`config.mk`:
```
export PLATFORM = sky130hd
export DESIGN_NAME = tanh_overdrive_tone_mix_flat
export DESIGN_NICKNAME = d
export VERILOG_FILES = /design/src/rtl/core/tom_pkg.sv /design/src/rtl/core/tom_if.sv /design/src/rtl/core/tanh_overdrive_tone_mix.sv /design/src/flat_wrapper.sv
export SDC_FILE = /design/constraint.sdc
export NUM_CORES = 2
export LEC_CHECK = 0
export BUFFER_PORTS_ARGS = -buffer_cell sky130_fd_sc_hd__buf_2
export CORE_MARGIN = 5
export CORE_UTILIZATION = 59
export DETAILED_ROUTE_END_ITERATION = 7
export PLACE_DENSITY = 0.87
export SETUP_SLACK_MARGIN = 0.4
export SLEW_MARGIN = 30
export SYNTH_ARGS = -nofsm -noshare
export SYNTH_HDL_FRONTEND = slang
export SYNTH_SLANG_ARGS = --single-unit
```
`constraint.sdc`:
```
create_clock -name clk -period 10.7 [get_ports clk]
set_clock_uncertainty 0.1 [all_clocks]
set_input_delay 3.21 -clock clk [delete_from_list [all_inputs] [get_ports clk]]
set_output_delay 3.21 -clock clk [all_outputs]
set_load 0.05 [all_outputs]
```
`src/rtl/core/tom_pkg.sv`:
```
// Shared types, register codes and tanh table builder for the tanh overdrive block.
// No dependencies; compiled first.
`timescale 1ns / 1ps

package tom_pkg;

	localparam int CFG_IDX_W  = 3;
	localparam int CFG_DATA_W = 17;
	localparam int LP_W       = 24;

	typedef logic [CFG_IDX_W-1:0] cfg_idx_t;

	localparam cfg_idx_t REG_DRIVE_GAIN = 3'd0;
	localparam cfg_idx_t REG_NORM_GAIN  = 3'd1;
	localparam cfg_idx_t REG_TONE_COEF  = 3'd2;
	localparam cfg_idx_t REG_WET_GAIN   = 3'd3;
	localparam cfg_idx_t REG_DRY_GAIN   = 3'd4;

	localparam logic [15:0] DRIVE_RESET = 16'd4096;
	localparam logic [14:0] NORM_RESET  = 15'd16395;
	localparam logic [15:0] TONE_RESET  = 16'd44571;
	localparam logic [16:0] WET_RESET   = 17'd32768;
	localparam logic [16:0] DRY_RESET   = 17'd32768;

	localparam logic [16:0] TANH_ONE = 17'd65536;

	typedef enum logic [3:0] {
		ST_IDLE,
		ST_POS,
		ST_ROMA,
		ST_ROMB,
		ST_INTERP,
		ST_TH,
		ST_NORM,
		ST_SHAPE,
		ST_TONE,
		ST_LP,
		ST_WET,
		ST_MIX
	} state_t;

	// Shift-subtract divide, used only while building the table.
	function automatic logic [63:0] tom_udiv(input logic [63:0] num, input logic [63:0] den);
		logic [64:0] rem;
		logic [63:0] quo;
		rem = '0;
		quo = '0;
		for (int i = 63; i >= 0; i--) begin
			rem = {rem[63:0], num[i]};
			if (rem >= {1'b0, den}) begin
				rem    = rem - {1'b0, den};
				quo[i] = 1'b1;
			end
		end
		return quo;
	endfunction

	// Entry k is tanh(4k/seg) in Q0.16, built from exp(-8/seg) in Q0.32.
	function automatic logic [15:0] tom_tanh_entry(input int seg, input int k);
		logic signed [63:0] sum;
		logic [63:0] term;
		logic [63:0] r;
		logic [63:0] e;
		logic [63:0] num;
		logic [63:0] den;
		logic [63:0] q;
		sum  = '0;
		term = 64'd1 << 32;
		for (int n = 0; n < 24; n++) begin
			if ((n & 1) != 0) sum = sum - $signed(term);
			else sum = sum + $signed(term);
			term = tom_udiv(term * 64'd8, 64'(seg) * 64'(n + 1));
		end
		if (sum < 0) sum = '0;
		r = sum;
		if (r >= (64'd1 << 32)) r = (64'd1 << 32) - 64'd1;
		e = 64'd1 << 32;
		for (int j = 0; j < k; j++) begin
			e = (e * r + (64'd1 << 31)) >> 32;
		end
		num = ((64'd1 << 32) - e) << 16;
		den = (64'd1 << 32) + e;
		q   = tom_udiv(num + (den >> 1), den);
		return q[15:0];
	endfunction

endpackage

```
`src/rtl/core/tom_if.sv`:
```
// Valid/ready channels for stereo sample words in and mixed words out.
// No dependencies.
`timescale 1ns / 1ps

interface tom_in_if #(parameter int SAMPLE_WIDTH = 16) ();
	logic                           valid;
	logic                           ready;
	logic signed [SAMPLE_WIDTH-1:0] sample_left;
	logic signed [SAMPLE_WIDTH-1:0] sample_right;

	modport source(output valid, output sample_left, output sample_right, input ready);
	modport sink(input valid, input sample_left, input sample_right, output ready);
endinterface

interface tom_out_if #(parameter int SAMPLE_WIDTH = 16) ();
	logic                           valid;
	logic                           ready;
	logic signed [SAMPLE_WIDTH-1:0] out_left;
	logic signed [SAMPLE_WIDTH-1:0] out_right;

	modport source(output valid, output out_left, output out_right, input ready);
	modport sink(input valid, input out_left, input out_right, output ready);
endinterface

```
`src/rtl/core/tanh_overdrive_tone_mix.sv`:
```
// Stereo tanh overdrive with one-pole tone filter and wet/dry mix.
// Depends on tom_pkg and the tom_in_if / tom_out_if channels.
// The output word becomes valid when the right channel's mix step loads it; a new word
// is accepted only back in idle. Both channels share one 18 x max(SAMPLE_WIDTH+12, 26)
// multiplier, 11 sequencer steps per channel. A held output word stalls the last step.
// Reset: filter states clear to zero, registers load their defaults, output is empty.
`timescale 1ns / 1ps

module tanh_overdrive_tone_mix #(
	parameter int TANH_SEGMENTS = 64,
	parameter int SAMPLE_WIDTH  = 16
) (
	input  logic                              clk,
	input  logic                              arst_n,
	input  logic                              wr_en,
	input  tom_pkg::cfg_idx_t                 wr_index,
	input  logic [tom_pkg::CFG_DATA_W-1:0]    wr_data,
	tom_in_if.sink                            samples,
	tom_out_if.source                         mixed
);
	import tom_pkg::*;

	localparam int FB  = SAMPLE_WIDTH + 11;
	localparam int BW  = ((FB > 25) ? FB : 25) + 1;
	localparam int PW  = 18 + BW;
	localparam int IW  = $clog2(TANH_SEGMENTS) + 5;
	localparam int RA  = $clog2(TANH_SEGMENTS + 1);
	localparam int MW  = 43;
	localparam int LSH = 24 - SAMPLE_WIDTH;
	localparam int RSH = 39 - SAMPLE_WIDTH;

	localparam logic signed [MW-1:0] OUT_HI = MW'((1 <<< (SAMPLE_WIDTH - 1)) - 1);
	localparam logic signed [MW-1:0] OUT_LO = -OUT_HI - MW'(1);
	localparam logic signed [26:0] LP_HI = 27'((1 <<< (LP_W - 1)) - 1);
	localparam logic signed [26:0] LP_LO = -LP_HI - 27'(1);

	logic [15:0] rom [TANH_SEGMENTS+1];

	for (genvar k = 0; k <= TANH_SEGMENTS; k++) begin : g_rom
		localparam logic [15:0] ENTRY = tom_tanh_entry(TANH_SEGMENTS, k);
		assign rom[k] = ENTRY;
	end

	state_t state_q, state_d;
	logic   ch_q;
	logic   out_valid_q;
	logic   out_load;

	logic [15:0] drive_q;
	logic [14:0] norm_q;
	logic [15:0] tone_q;
	logic [16:0] wet_q;
	logic [16:0] dry_q;
	logic signed [LP_W-1:0] lp_q [2];

	logic signed [SAMPLE_WIDTH-1:0] xl_q, xr_q;
	logic signed [SAMPLE_WIDTH-1:0] res_left_q;
	logic signed [SAMPLE_WIDTH-1:0] out_left_q, out_right_q;
	logic signed [PW-1:0]           prod_q;
	logic [RA-1:0]                  idx_q;
	logic                           sat_q;
	logic [FB-1:0]                  frac_q;
	logic [15:0]                    a_q, b_q;
	logic [16:0]                    th_q;
	logic signed [LP_W-1:0]         shaped_q;
	logic signed [MW-1:0]           acc_q;

	logic signed [SAMPLE_WIDTH-1:0] x_cur;
	logic                           x_neg;
	logic [SAMPLE_WIDTH-1:0]        mag;
	logic [BW-1:0]                  mag_seg;
	logic signed [LP_W-1:0]         lp_cur;
	logic [IW-1:0]                  idx_full;
	logic                           idx_sat;
	logic [RA-1:0]                  rom_addr;
	logic [15:0]                    rom_data;
	logic [15:0]                    diff_ab;
	logic signed [PW-1:0]           rnd_sum;
	logic [16:0]                    th_next;
	logic signed [PW-1:0]           sh_sum;
	logic [17:0]                    sh;
	logic signed [26:0]             shaped_w;
	logic signed [LP_W-1:0]         shaped_next;
	logic signed [24:0]             lp_diff;
	logic signed [26:0]             lp_sum;
	logic signed [LP_W-1:0]         lp_next;
	logic signed [MW-1:0]           mix_sum;
	logic signed [MW-1:0]           mix_rnd;
	logic signed [SAMPLE_WIDTH-1:0] mix_out;

	logic                           mul_en;
	logic signed [17:0]             mul_a;
	logic signed [BW-1:0]           mul_b;
	logic signed [PW-1:0]           mul_p;

	assign mul_p = mul_a * mul_b;

	// datapath helpers
	assign x_cur    = ch_q ? xr_q : xl_q;
	assign x_neg    = x_cur[SAMPLE_WIDTH-1];
	assign mag      = x_neg ? SAMPLE_WIDTH'(-x_cur) : SAMPLE_WIDTH'(x_cur);
	assign mag_seg  = BW'(mag) * BW'(TANH_SEGMENTS);
	assign lp_cur   = lp_q[ch_q];
	assign idx_full = prod_q[FB +: IW];
	assign idx_sat  = idx_full >= IW'(TANH_SEGMENTS);
	assign rom_data = rom[rom_addr];
	assign diff_ab  = (b_q >= a_q) ? (b_q - a_q) : 16'd0;

	assign rnd_sum = prod_q + (PW'(1) <<< (FB - 1));
	assign th_next = sat_q ? TANH_ONE : (17'(a_q) + rnd_sum[FB +: 17]);

	assign sh_sum   = prod_q + PW'(8192);
	assign sh       = sh_sum[14 +: 18];
	assign shaped_w = x_neg ? -$signed({3'b000, sh, 6'b000000})
	                        : $signed({3'b000, sh, 6'b000000});
	always_comb begin
		if (shaped_w > LP_HI) shaped_next = LP_W'(LP_HI);
		else if (shaped_w < LP_LO) shaped_next = LP_W'(LP_LO);
		else shaped_next = LP_W'(shaped_w);
	end

	assign lp_diff = 25'(shaped_q) - 25'(lp_cur);
	assign lp_sum  = 27'(lp_cur) + 27'((prod_q + (PW'(1) <<< 15)) >>> 16);
	always_comb begin
		if (lp_sum > LP_HI) lp_next = LP_W'(LP_HI);
		else if (lp_sum < LP_LO) lp_next = LP_W'(LP_LO);
		else lp_next = LP_W'(lp_sum);
	end

	assign mix_sum = acc_q + MW'(prod_q);
	assign mix_rnd = (mix_sum + (MW'(1) <<< (RSH - 1))) >>> RSH;
	always_comb begin
		if (mix_rnd > OUT_HI) mix_out = SAMPLE_WIDTH'(OUT_HI);
		else if (mix_rnd < OUT_LO) mix_out = SAMPLE_WIDTH'(OUT_LO);
		else mix_out = SAMPLE_WIDTH'(mix_rnd);
	end

	assign out_load = (state_q == ST_MIX) && ch_q && (!out_valid_q || mixed.ready);

	// next state
	always_comb begin
		state_d = state_q;
		unique case (state_q)
			ST_IDLE:   if (samples.valid) state_d = ST_POS;
			ST_POS:    state_d = ST_ROMA;
			ST_ROMA:   state_d = ST_ROMB;
			ST_ROMB:   state_d = ST_INTERP;
			ST_INTERP: state_d = ST_TH;
			ST_TH:     state_d = ST_NORM;
			ST_NORM:   state_d = ST_SHAPE;
			ST_SHAPE:  state_d = ST_TONE;
			ST_TONE:   state_d = ST_LP;
			ST_LP:     state_d = ST_WET;
			ST_WET:    state_d = ST_MIX;
			ST_MIX: begin
				if (!ch_q) state_d = ST_POS;
				else if (out_load) state_d = ST_IDLE;
			end
			default:   state_d = ST_IDLE;
		endcase
	end

	// sequencer outputs: multiplier operands, table address, ready
	always_comb begin
		samples.ready = 1'b0;
		mul_en        = 1'b0;
		mul_a         = '0;
		mul_b         = '0;
		rom_addr      = idx_q + RA'(1);
		unique case (state_q)
			ST_IDLE: samples.ready = 1'b1;
			ST_POS: begin
				mul_en = 1'b1;
				mul_a  = 18'(drive_q);
				mul_b  = mag_seg;
			end
			ST_ROMA:   rom_addr = idx_sat ? '0 : idx_full[RA-1:0];
			ST_ROMB:   rom_addr = idx_q + RA'(1);
			ST_INTERP: begin
				mul_en = 1'b1;
				mul_a  = 18'(diff_ab);
				mul_b  = BW'(frac_q);
			end
			ST_TH: ;
			ST_NORM: begin
				mul_en = 1'b1;
				mul_a  = 18'(th_q);
				mul_b  = BW'(norm_q);
			end
			ST_SHAPE: ;
			ST_TONE: begin
				mul_en = 1'b1;
				mul_a  = 18'(tone_q);
				mul_b  = BW'(lp_diff);
			end
			ST_LP: begin
				mul_en = 1'b1;
				mul_a  = 18'(dry_q);
				mul_b  = BW'(x_cur);
			end
			ST_WET: begin
				mul_en = 1'b1;
				mul_a  = 18'(wet_q);
				mul_b  = BW'(lp_cur);
			end
			ST_MIX: ;
			default: ;
		endcase
	end

	// control, registers and filter state
	always_ff @(posedge clk or negedge arst_n) begin
		if (!arst_n) begin
			state_q     <= ST_IDLE;
			ch_q        <= 1'b0;
			out_valid_q <= 1'b0;
			drive_q     <= DRIVE_RESET;
			norm_q      <= NORM_RESET;
			tone_q      <= TONE_RESET;
			wet_q       <= WET_RESET;
			dry_q       <= DRY_RESET;
			lp_q[0]     <= '0;
			lp_q[1]     <= '0;
		end else begin
			state_q <= state_d;
			if (samples.valid && samples.ready) ch_q <= 1'b0;
			else if (state_q == ST_MIX && !ch_q) ch_q <= 1'b1;
			if (out_load) out_valid_q <= 1'b1;
			else if (mixed.ready) out_valid_q <= 1'b0;
			if (state_q == ST_LP) lp_q[ch_q] <= lp_next;
			if (wr_en) begin
				unique case (wr_index)
					REG_DRIVE_GAIN: drive_q <= wr_data[15:0];
					REG_NORM_GAIN:  norm_q  <= wr_data[14:0];
					REG_TONE_COEF:  tone_q  <= wr_data[15:0];
					REG_WET_GAIN:   wet_q   <= wr_data[16:0];
					REG_DRY_GAIN:   dry_q   <= wr_data[16:0];
					default: ;
				endcase
			end
		end
	end

	// datapath words
	always_ff @(posedge clk) begin
		if (samples.valid && samples.ready) begin
			xl_q <= samples.sample_left;
			xr_q <= samples.sample_right;
		end
		if (mul_en) prod_q <= mul_p;
		case (state_q)
			ST_ROMA: begin
				idx_q  <= rom_addr;
				sat_q  <= idx_sat;
				frac_q <= prod_q[FB-1:0];
				a_q    <= rom_data;
			end
			ST_ROMB:  b_q      <= rom_data;
			ST_TH:    th_q     <= th_next;
			ST_SHAPE: shaped_q <= shaped_next;
			ST_WET:   acc_q    <= MW'(prod_q) <<< LSH;
			ST_MIX: begin
				if (!ch_q) res_left_q <= mix_out;
				if (out_load) begin
					out_left_q  <= res_left_q;
					out_right_q <= mix_out;
				end
			end
			default: ;
		endcase
	end

	assign mixed.valid     = out_valid_q;
	assign mixed.out_left  = out_left_q;
	assign mixed.out_right = out_right_q;

	a_accept_starts: assert property (@(posedge clk) disable iff (!arst_n)
		samples.valid && samples.ready |=> state_q == ST_POS && !ch_q)
		else $error("accepted word did not start the left channel");

	a_load_after_right: assert property (@(posedge clk) disable iff (!arst_n)
		mixed.valid && !$past(mixed.valid) |-> $past(state_q) == ST_MIX && $past(ch_q))
		else $error("output word loaded outside the right channel mix step");

	a_tanh_bound: assert property (@(posedge clk) disable iff (!arst_n)
		state_q == ST_SHAPE |-> th_q <= TANH_ONE)
		else $error("interpolated tanh magnitude above one");

endmodule

```
`src/flat_wrapper.sv`:
```
// flat-port wrapper written by rule: the top's interface ports become plain ports
module tanh_overdrive_tone_mix_flat import tom_pkg::*;
#(
	parameter int TANH_SEGMENTS = 64,
	parameter int SAMPLE_WIDTH  = 16
)
  (clk, arst_n, wr_en, wr_index, wr_data, samples_valid, samples_sample_left, samples_sample_right, samples_ready, mixed_valid, mixed_out_left, mixed_out_right, mixed_ready);
  tom_in_if #(.SAMPLE_WIDTH(SAMPLE_WIDTH)) samples_i ();
  tom_out_if #(.SAMPLE_WIDTH(SAMPLE_WIDTH)) mixed_i ();
  input  logic clk;
  input  logic arst_n;
  input  logic wr_en;
  input  tom_pkg::cfg_idx_t wr_index;
  input  logic [tom_pkg::CFG_DATA_W-1:0] wr_data;
  input wire logic [$bits(samples_i.valid)-1:0] samples_valid;
  input wire logic [$bits(samples_i.sample_left)-1:0] samples_sample_left;
  input wire logic [$bits(samples_i.sample_right)-1:0] samples_sample_right;
  output wire logic [$bits(samples_i.ready)-1:0] samples_ready;
  output wire logic [$bits(mixed_i.valid)-1:0] mixed_valid;
  output wire logic [$bits(mixed_i.out_left)-1:0] mixed_out_left;
  output wire logic [$bits(mixed_i.out_right)-1:0] mixed_out_right;
  input wire logic [$bits(mixed_i.ready)-1:0] mixed_ready;
  assign samples_i.valid = samples_valid;
  assign samples_i.sample_left = samples_sample_left;
  assign samples_i.sample_right = samples_sample_right;
  assign samples_ready = samples_i.ready;
  assign mixed_valid = mixed_i.valid;
  assign mixed_out_left = mixed_i.out_left;
  assign mixed_out_right = mixed_i.out_right;
  assign mixed_i.ready = mixed_ready;
  tanh_overdrive_tone_mix #(.TANH_SEGMENTS(TANH_SEGMENTS), .SAMPLE_WIDTH(SAMPLE_WIDTH)) u_core (.clk(clk), .arst_n(arst_n), .wr_en(wr_en), .wr_index(wr_index), .wr_data(wr_data), .samples(samples_i), .mixed(mixed_i));
endmodule
```
### Word level (Yosys, flattened, before mapping)

Memory sizes are Yosys's and may differ from the RTL's.
Cells that the tools add are included.

* bits in latches: 0
* word-level logic and storage cells: 121
* ROM bits: 2048
* input bits: 57
* output and inout port bits: 34
* memories kept: 1
* flip-flop bits (word level): 402
* RAM bits: 0

* div/mod/pow operators: 0
* bitwise logic cells: 3
* shift-type cells: 0
* muxes and demuxes: 31
* multipliers: 1
* add/sub/neg operators: 12
* equal/unequal tests: 17
* reductions and logical operators: 21
* order comparisons: 11

Memory list
* (no name shown): words 128, bits a word 16, rd ports 1, clocked after Yosys merged registers in 0, wr ports 0, line tanh_overdrive_tone_mix.sv:106 `assign rom_data = rom[rom_addr];`

Operators with widths (number)
* 2-to-1 mux 24 bit: 7
* one-hot mux 28 bit (6 select lines): 1
* 2-to-1 mux 16 bit: 7
* one-hot mux 17 bit (6 select lines): 1
* greater-than comparator 27 x 24 -> 1 bit (second input constant): 2
* less-than comparator 27 x 24 -> 1 bit (second input constant): 2
* bitwise mux 48 bit: 1
* one-hot mux 4 bit (12 select lines): 1
* adder 44 x 28 -> 44 bit (second input constant): 1
* multiplier 18 x 28 -> 44 bit: 1
* adder 43 x 17 -> 43 bit (second input constant): 1
* adder 43 x 24 -> 43 bit (second input constant): 1
* adder 43 bit: 1
* adder 32 x 15 -> 32 bit (second input constant): 1
* adder 24 x 27 -> 27 bit: 1
* 2-to-1 mux 27 bit: 1
* negator 24 -> 27 bit: 1
* subtractor 24 x 24 -> 25 bit: 1
* demux 24 bit (select 1 bit): 1
* greater-than comparator 20 x 16 -> 1 bit (second input constant): 1
* less-than comparator 20 x 16 -> 1 bit (second input constant): 1
* adder 16 x 17 -> 17 bit: 1
* equality test 4 x 3 -> 1 bit (second input constant): 4
* equality test 4 bit (second input constant): 4
* 29 further kinds: 52

### Logic depth before layout (Yosys ltp)

* depth after elaboration: 9
* mapped depth: 41
* mapped depth without buffers: 35

### Least setup slack after synthesis

OpenSTA, ideal clock, no wires.

* path type: flip-flop to flip-flop
* start: register u_core.ch_q
* end: register u_core.prod_q[43], data pin
* cell stages (with the launch flop): 40
* library setup time: 268 ps
* arrival time: 9714 ps
* buffers on the path: 6
* path slack: 618 ps
* period minus slack after synthesis: 10082 ps
* data required time: 10332 ps
* path through: dfrtp_1 > buf_2 > buf_2 > buf_2 > buf_2 > buf_2 > mux2_2 > inv_1 > ha_1 > o21ai_0 > o21ai_0 > o21a_1 > and3_1 > a311o_1 > a21oi_1 > o21bai_1 > a21oi_1 > mux2_2 > [4 not listed] > fa_1 > inv_1 > fa_1 > fa_1 > inv_1 > fa_1 > inv_1 > ha_1 > nand3_1 > a21oi_1 > o21ai_0 > a21o_1 > o31a_1 > o31a_1 > nor3_1 > o2111ai_1 > a21oi_1 > xnor3_1

* cells in the longest elaborated chain, start to end: 7
* elaborated cells between the ends (all ways): 10
* those cells by class: add/sub: 2; mul: 1; mux: 6; bitwise: 1

Ends and longest elaborated chain
* start, declared: line tanh_overdrive_tone_mix.sv:45 `logic ch_q;`
* start signal, assigned: line tanh_overdrive_tone_mix.sv:215 `ch_q <= 1'b0;`
* start signal, assigned: line tanh_overdrive_tone_mix.sv:226 `if (samples.valid && samples.ready) ch_q <= 1'b0;`
* start signal, assigned: line tanh_overdrive_tone_mix.sv:227 `else if (state_q == ST_MIX && !ch_q) ch_q <= 1'b1;`
* inverter 1 -> 2 bit (implied by the code): line tanh_overdrive_tone_mix.sv:103 `assign lp_cur = lp_q[ch_q];`
* 2-to-1 mux 24 bit (implied by the code) (3 in a row): line tanh_overdrive_tone_mix.sv:103
* subtractor 24 x 24 -> 25 bit: line tanh_overdrive_tone_mix.sv:122 `assign lp_diff = 25'(shaped_q) - 25'(lp_cur);`
* one-hot mux 28 bit (6 select lines) (*): line tanh_overdrive_tone_mix.sv:170 `unique case (state_q)`
* multiplier 18 x 28 -> 44 bit (*): line tanh_overdrive_tone_mix.sv:96 `assign mul_p = mul_a * mul_b;`
* named net u_core.mul_p[43]: line tanh_overdrive_tone_mix.sv:94 `logic signed [PW-1:0] mul_p;`
* end signal, assigned: line tanh_overdrive_tone_mix.sv:250 `if (mul_en) prod_q <= mul_p;`
* end, declared: line tanh_overdrive_tone_mix.sv:59 `logic signed [PW-1:0] prod_q;`

The timed path passes the listed nets; every way through them passes the cells marked *. The select of a mux whose other input is x is not followed.
A chain may end at the register's enable or synchronous reset.

### Worst setup path in the final report

* start: register u_core.ch_q
* end: register u_core.prod_q[42], data pin

Same word-level chain as after synthesis.

==> summary.txt <==
Route
  – Routed length on met2: 54300 µm
  – Starting DRT DRC Count: 4445
  – Post-detailed-route DRC marker count: 8
  – DRT met1 WL: 44700 µm
  – Antenna Violating Nets Remaining: 0
  – Via count: 33200
  – Routed WL: 124000 µm
  – First-pass iteration count of the detailed router: 8
  – Top layer in use: met4
  – Via/cell ratio: 6.39
  – WL/cell: 23.8 µm
  – Detailed route wirelength on metal3: 17500 µm

Timing
  – Post-route fraction of the period consumed by the critical path: 93.2%
  – Transition time of the tightest slew-check pin: 1090 ps
  – Final hold violations: 0
  – Worst slew slack as a fraction of its limit: 27.2%
  – Max Clock Freq: 0.100 GHz
  – Final count of pins violating max slew: 0
  – Minimum clock period: 9980 ps
  – RSZ-0062 raised after global routing: no
  – Number of setup violations in the final report: 0
  – Setup TNS: 0 ps

Cells and area
  – # fillers: 5213
  – Combined area of the multi-input logic cells: 0.0264 mm²
  – FF/Latch Area: 0.0113 mm²
  – Share of layout cells above drive strength 1: 11.0%
  – Synthesis-to-finish area growth: 8.00%
  – Nets: 5062

Synthesis
  – Post-synth cell types: 100
  – Synth warnings: 0
  – Register area share after synthesis: 27.8%
  – Synthesized netlist net count: 4996
  – Top cell types by occurrence after synthesis: sky130_fd_sc_hd__inv_1, sky130_fd_sc_hd__nor2_1, sky130_fd_sc_hd__fa_1
  – Mapped Area: 0.0406 mm²
  – Post-synth top flop: sky130_fd_sc_hd__edfxtp_1
  – Most used standard cell by instance count after synthesis: sky130_fd_sc_hd__inv_1
  – Library cell with the largest summed area after synthesis: sky130_fd_sc_hd__fa_1
  – Synth Area per Inst: 9.63 µm²
  – Async set-reset flop share out of synthesis: 34.0%
  – Flop and latch count out of synthesis: 397
  – Count of flip-flops with a built-in enable after synthesis: 262
  – Top cells by area, synth: sky130_fd_sc_hd__fa_1, sky130_fd_sc_hd__edfxtp_1, sky130_fd_sc_hd__ha_1
  – Synthesized instance count: 4211
  – Share of the synthesized area in the top cell type: 22.4%

Run status
  – Failing checks: design-rule violations
  – Result of the run: finished, violations left

Place
  – Detailed Place HPWL: 95900 µm
  – Count of buffers from port buffering: 90
  – Global placer's final weighted congestion: 0.995

Clock tree
  – Clk Latency, worst-skew pair: 580 ps
  – Clock tree root buffer cell: sky130_fd_sc_hd__clkbuf_16
  – Maximum level of the CTS H-tree: 2
  – TritonCTS clock tree: built
  – Clock transition time at the flip-flop clock pins of the worst setup and hold paths: 60 ps
  – Maximum buffer depth of the clock tree: 3
  – Post-cts hold buffer count: 0
  – Number of buffers added by the clock tree synthesis step: 42
  – Total clock sinks: 397

Global routing
  – Gr usage total: 32.9%
  – First-pass GRT wire length: 190000 µm
  – Via count of the first global-routing pass: 33700
  – Largest net degree at the start of global routing: 80
  – Number of antenna violations at the first check in global routing: 1
  – Total congestion overflow: 0

Critical path
  – Startpoint Class: flop
  – Cell type of the slowest stage on the worst timing path: sky130_fd_sc_hd__fa_1
  – Data required time of the worst path: 10920 ps
  – Maximum single-stage delay on the critical path: 550 ps
  – Reg2reg setup slack: 720 ps
  – Largest fanout on the critical path: 10
  – Critical path arrival: 10200 ps
  – Cells on worst reg2reg path: 35
  – R2R Path Start: u_core.ch_q
  – Capture point of the worst reg-to-reg path: u_core.prod_q[42]
  – Endpoint kind of the worst setup timing path: flop
  – Startpoint-to-endpoint class of the critical path: flop to flop
  – Top cell by count, worst path: sky130_fd_sc_hd__fa_1

Hold path
  – Hold path startpoint: u_core.res_left_q[4]
  – Instance count along the most critical hold path: 0
  – Type of the most critical hold path: flop to flop
  – Min-Delay Endpoint: u_core.mixed.out_left[4]

Floorplanning
  – Y dimension of the die: 272 µm
  – Site row count: 96
  – IO Pins: 91
  – Die width: 272 µm
  – Initial standard-cell utilization of the core: 59.3%
  – Area inside the core boundary: 0.0683 mm²
  – Total Die Area: 0.0741 mm²

Job
  – Max-cap violations: 0
==> final cells by class <==
cell class / instances / area share (%)
inverter: 658 / 5.64
timing repair buffer: 191 / 2.81
tap: 882 / 2.52
antenna: 2 / 0.0114
multi-input combinational: 2987 / 60.2
clock inverter: 25 / 0.423
clock buffer: 53 / 2.66
sequential: 397 / 25.7
==> routing by layer <==
layer / GRT usage [%] / vias up
met5: 0 / -
met4: 15.8 / 0
met3: 9.59 / 513
met2: 50.5 / 2424
met1: 43.3 / 16100
li1: - / 14200
==> placed cells by master (no fill, tap or decap), types with 17 or more instances in the layout <==
cell / synthesis / layout
sky130_fd_sc_hd__xor2_1: 89 / 89
sky130_fd_sc_hd__a221oi_1: 17 / 17
sky130_fd_sc_hd__edfxtp_1: 262 / 262
sky130_fd_sc_hd__nand4_1: 24 / 24
sky130_fd_sc_hd__nand3_1: 52 / 51
sky130_fd_sc_hd__buf_4: 2 / 97
sky130_fd_sc_hd__o21a_1: 22 / 22
sky130_fd_sc_hd__nor2b_1: 26 / 26
sky130_fd_sc_hd__a31oi_1: 24 / 21
sky130_fd_sc_hd__nor3_1: 54 / 47
sky130_fd_sc_hd__a211oi_1: 27 / 26
sky130_fd_sc_hd__o21bai_1: 21 / 21
sky130_fd_sc_hd__nand2_1: 363 / 363
sky130_fd_sc_hd__xnor2_1: 125 / 125
sky130_fd_sc_hd__fa_1: 453 / 453
sky130_fd_sc_hd__o21ai_0: 129 / 128
sky130_fd_sc_hd__nor2_1: 466 / 461
sky130_fd_sc_hd__inv_1: 654 / 653
sky130_fd_sc_hd__clkbuf_16: 0 / 43
sky130_fd_sc_hd__buf_2: 22 / 89
sky130_fd_sc_hd__a21oi_1: 213 / 210
sky130_fd_sc_hd__mux2i_1: 31 / 29
sky130_fd_sc_hd__dfrtp_1: 119 / 118
sky130_fd_sc_hd__a21o_1: 77 / 77
sky130_fd_sc_hd__and3_1: 24 / 24
sky130_fd_sc_hd__ha_1: 275 / 275
sky130_fd_sc_hd__mux2_2: 110 / 110
sky130_fd_sc_hd__nand2b_1: 29 / 29
sky130_fd_sc_hd__a22oi_1: 25 / 25
sky130_fd_sc_hd__o211ai_1: 36 / 36
==> timing repair <==
action / CTS / global route
pin swaps: 0 / 4
gates resized for setup: 1 / 12
hold endpoints to repair: 0 / 0
endpoints found under the setup margin: 1 / 12
buffers inserted: 0 / 2
==> worst max-delay path by stage <==
stage | start | end | slack [ps] | cells past startpoint
2_1_floorplan | u_core.ch_q | u_core.prod_q[43] | 620 | 39
3_3_place_gp | u_core.ch_q | u_core.prod_q[43] | 600 | 32
3_5_place_dp | u_core.ch_q | u_core.prod_q[43] | 400 | 32
4_1_cts | u_core.ch_q | u_core.prod_q[43] | 460 | 35
5_1_grt | u_core.ch_q | u_core.prod_q[42] | 360 | 35
6_report | u_core.ch_q | u_core.prod_q[42] | 720 | 35
==> state kept, by name (all words and copies together), names as in the netlist, 17 cells and up <==
signal and flops:
u_core.th_q 17, u_core.dry_q 17, u_core.acc_q 35, u_core.prod_q 44
u_core.frac_q 27, u_core.wet_q 17, u_core.shaped_q 19, u_core.lp_q 48
==> metrics by stage <==
step	cells	instance area (µm²)	hold WS [ps]	setup slack [ps]	utilization (%)
floorplan	4211	40600	300	618	-
global placement	5112	42300	300	595	61.9
detailed placement	5113	42300	305	401	62.0
CTS	5191	43700	314	458	63.9
global route	5193	43800	326	356	64.1
finish	5195	43800	316	722	64.1
==> cells by family after synthesis <==
logic type,Yosys count,synth area share [%]
XOR/XNOR,216,4.75
adder cells (fa/ha/maj),731,30.9
flip-flops,397,27.8
multiplexers,141,3.82
AO/OA/AOI/OAI,759,12.5
buffers and inverters,827,7.78
AND/OR/NAND/NOR,1140,12.5
==> critical path: cells and delay by family (launching register included) <==
kind,cells,cell delay [ps]
AO/OA/AOI/OAI,16,3980
buffers and inverters,6,450
adder cells (fa/ha/maj),8,3700
XOR/XNOR,1,230
AND/OR/NAND/NOR,3,380
multiplexers,1,370
flip-flops,1,500
Power is not shown: default switching activity piles up to over one toggle a cycle in this logic, so the estimate is an artifact.
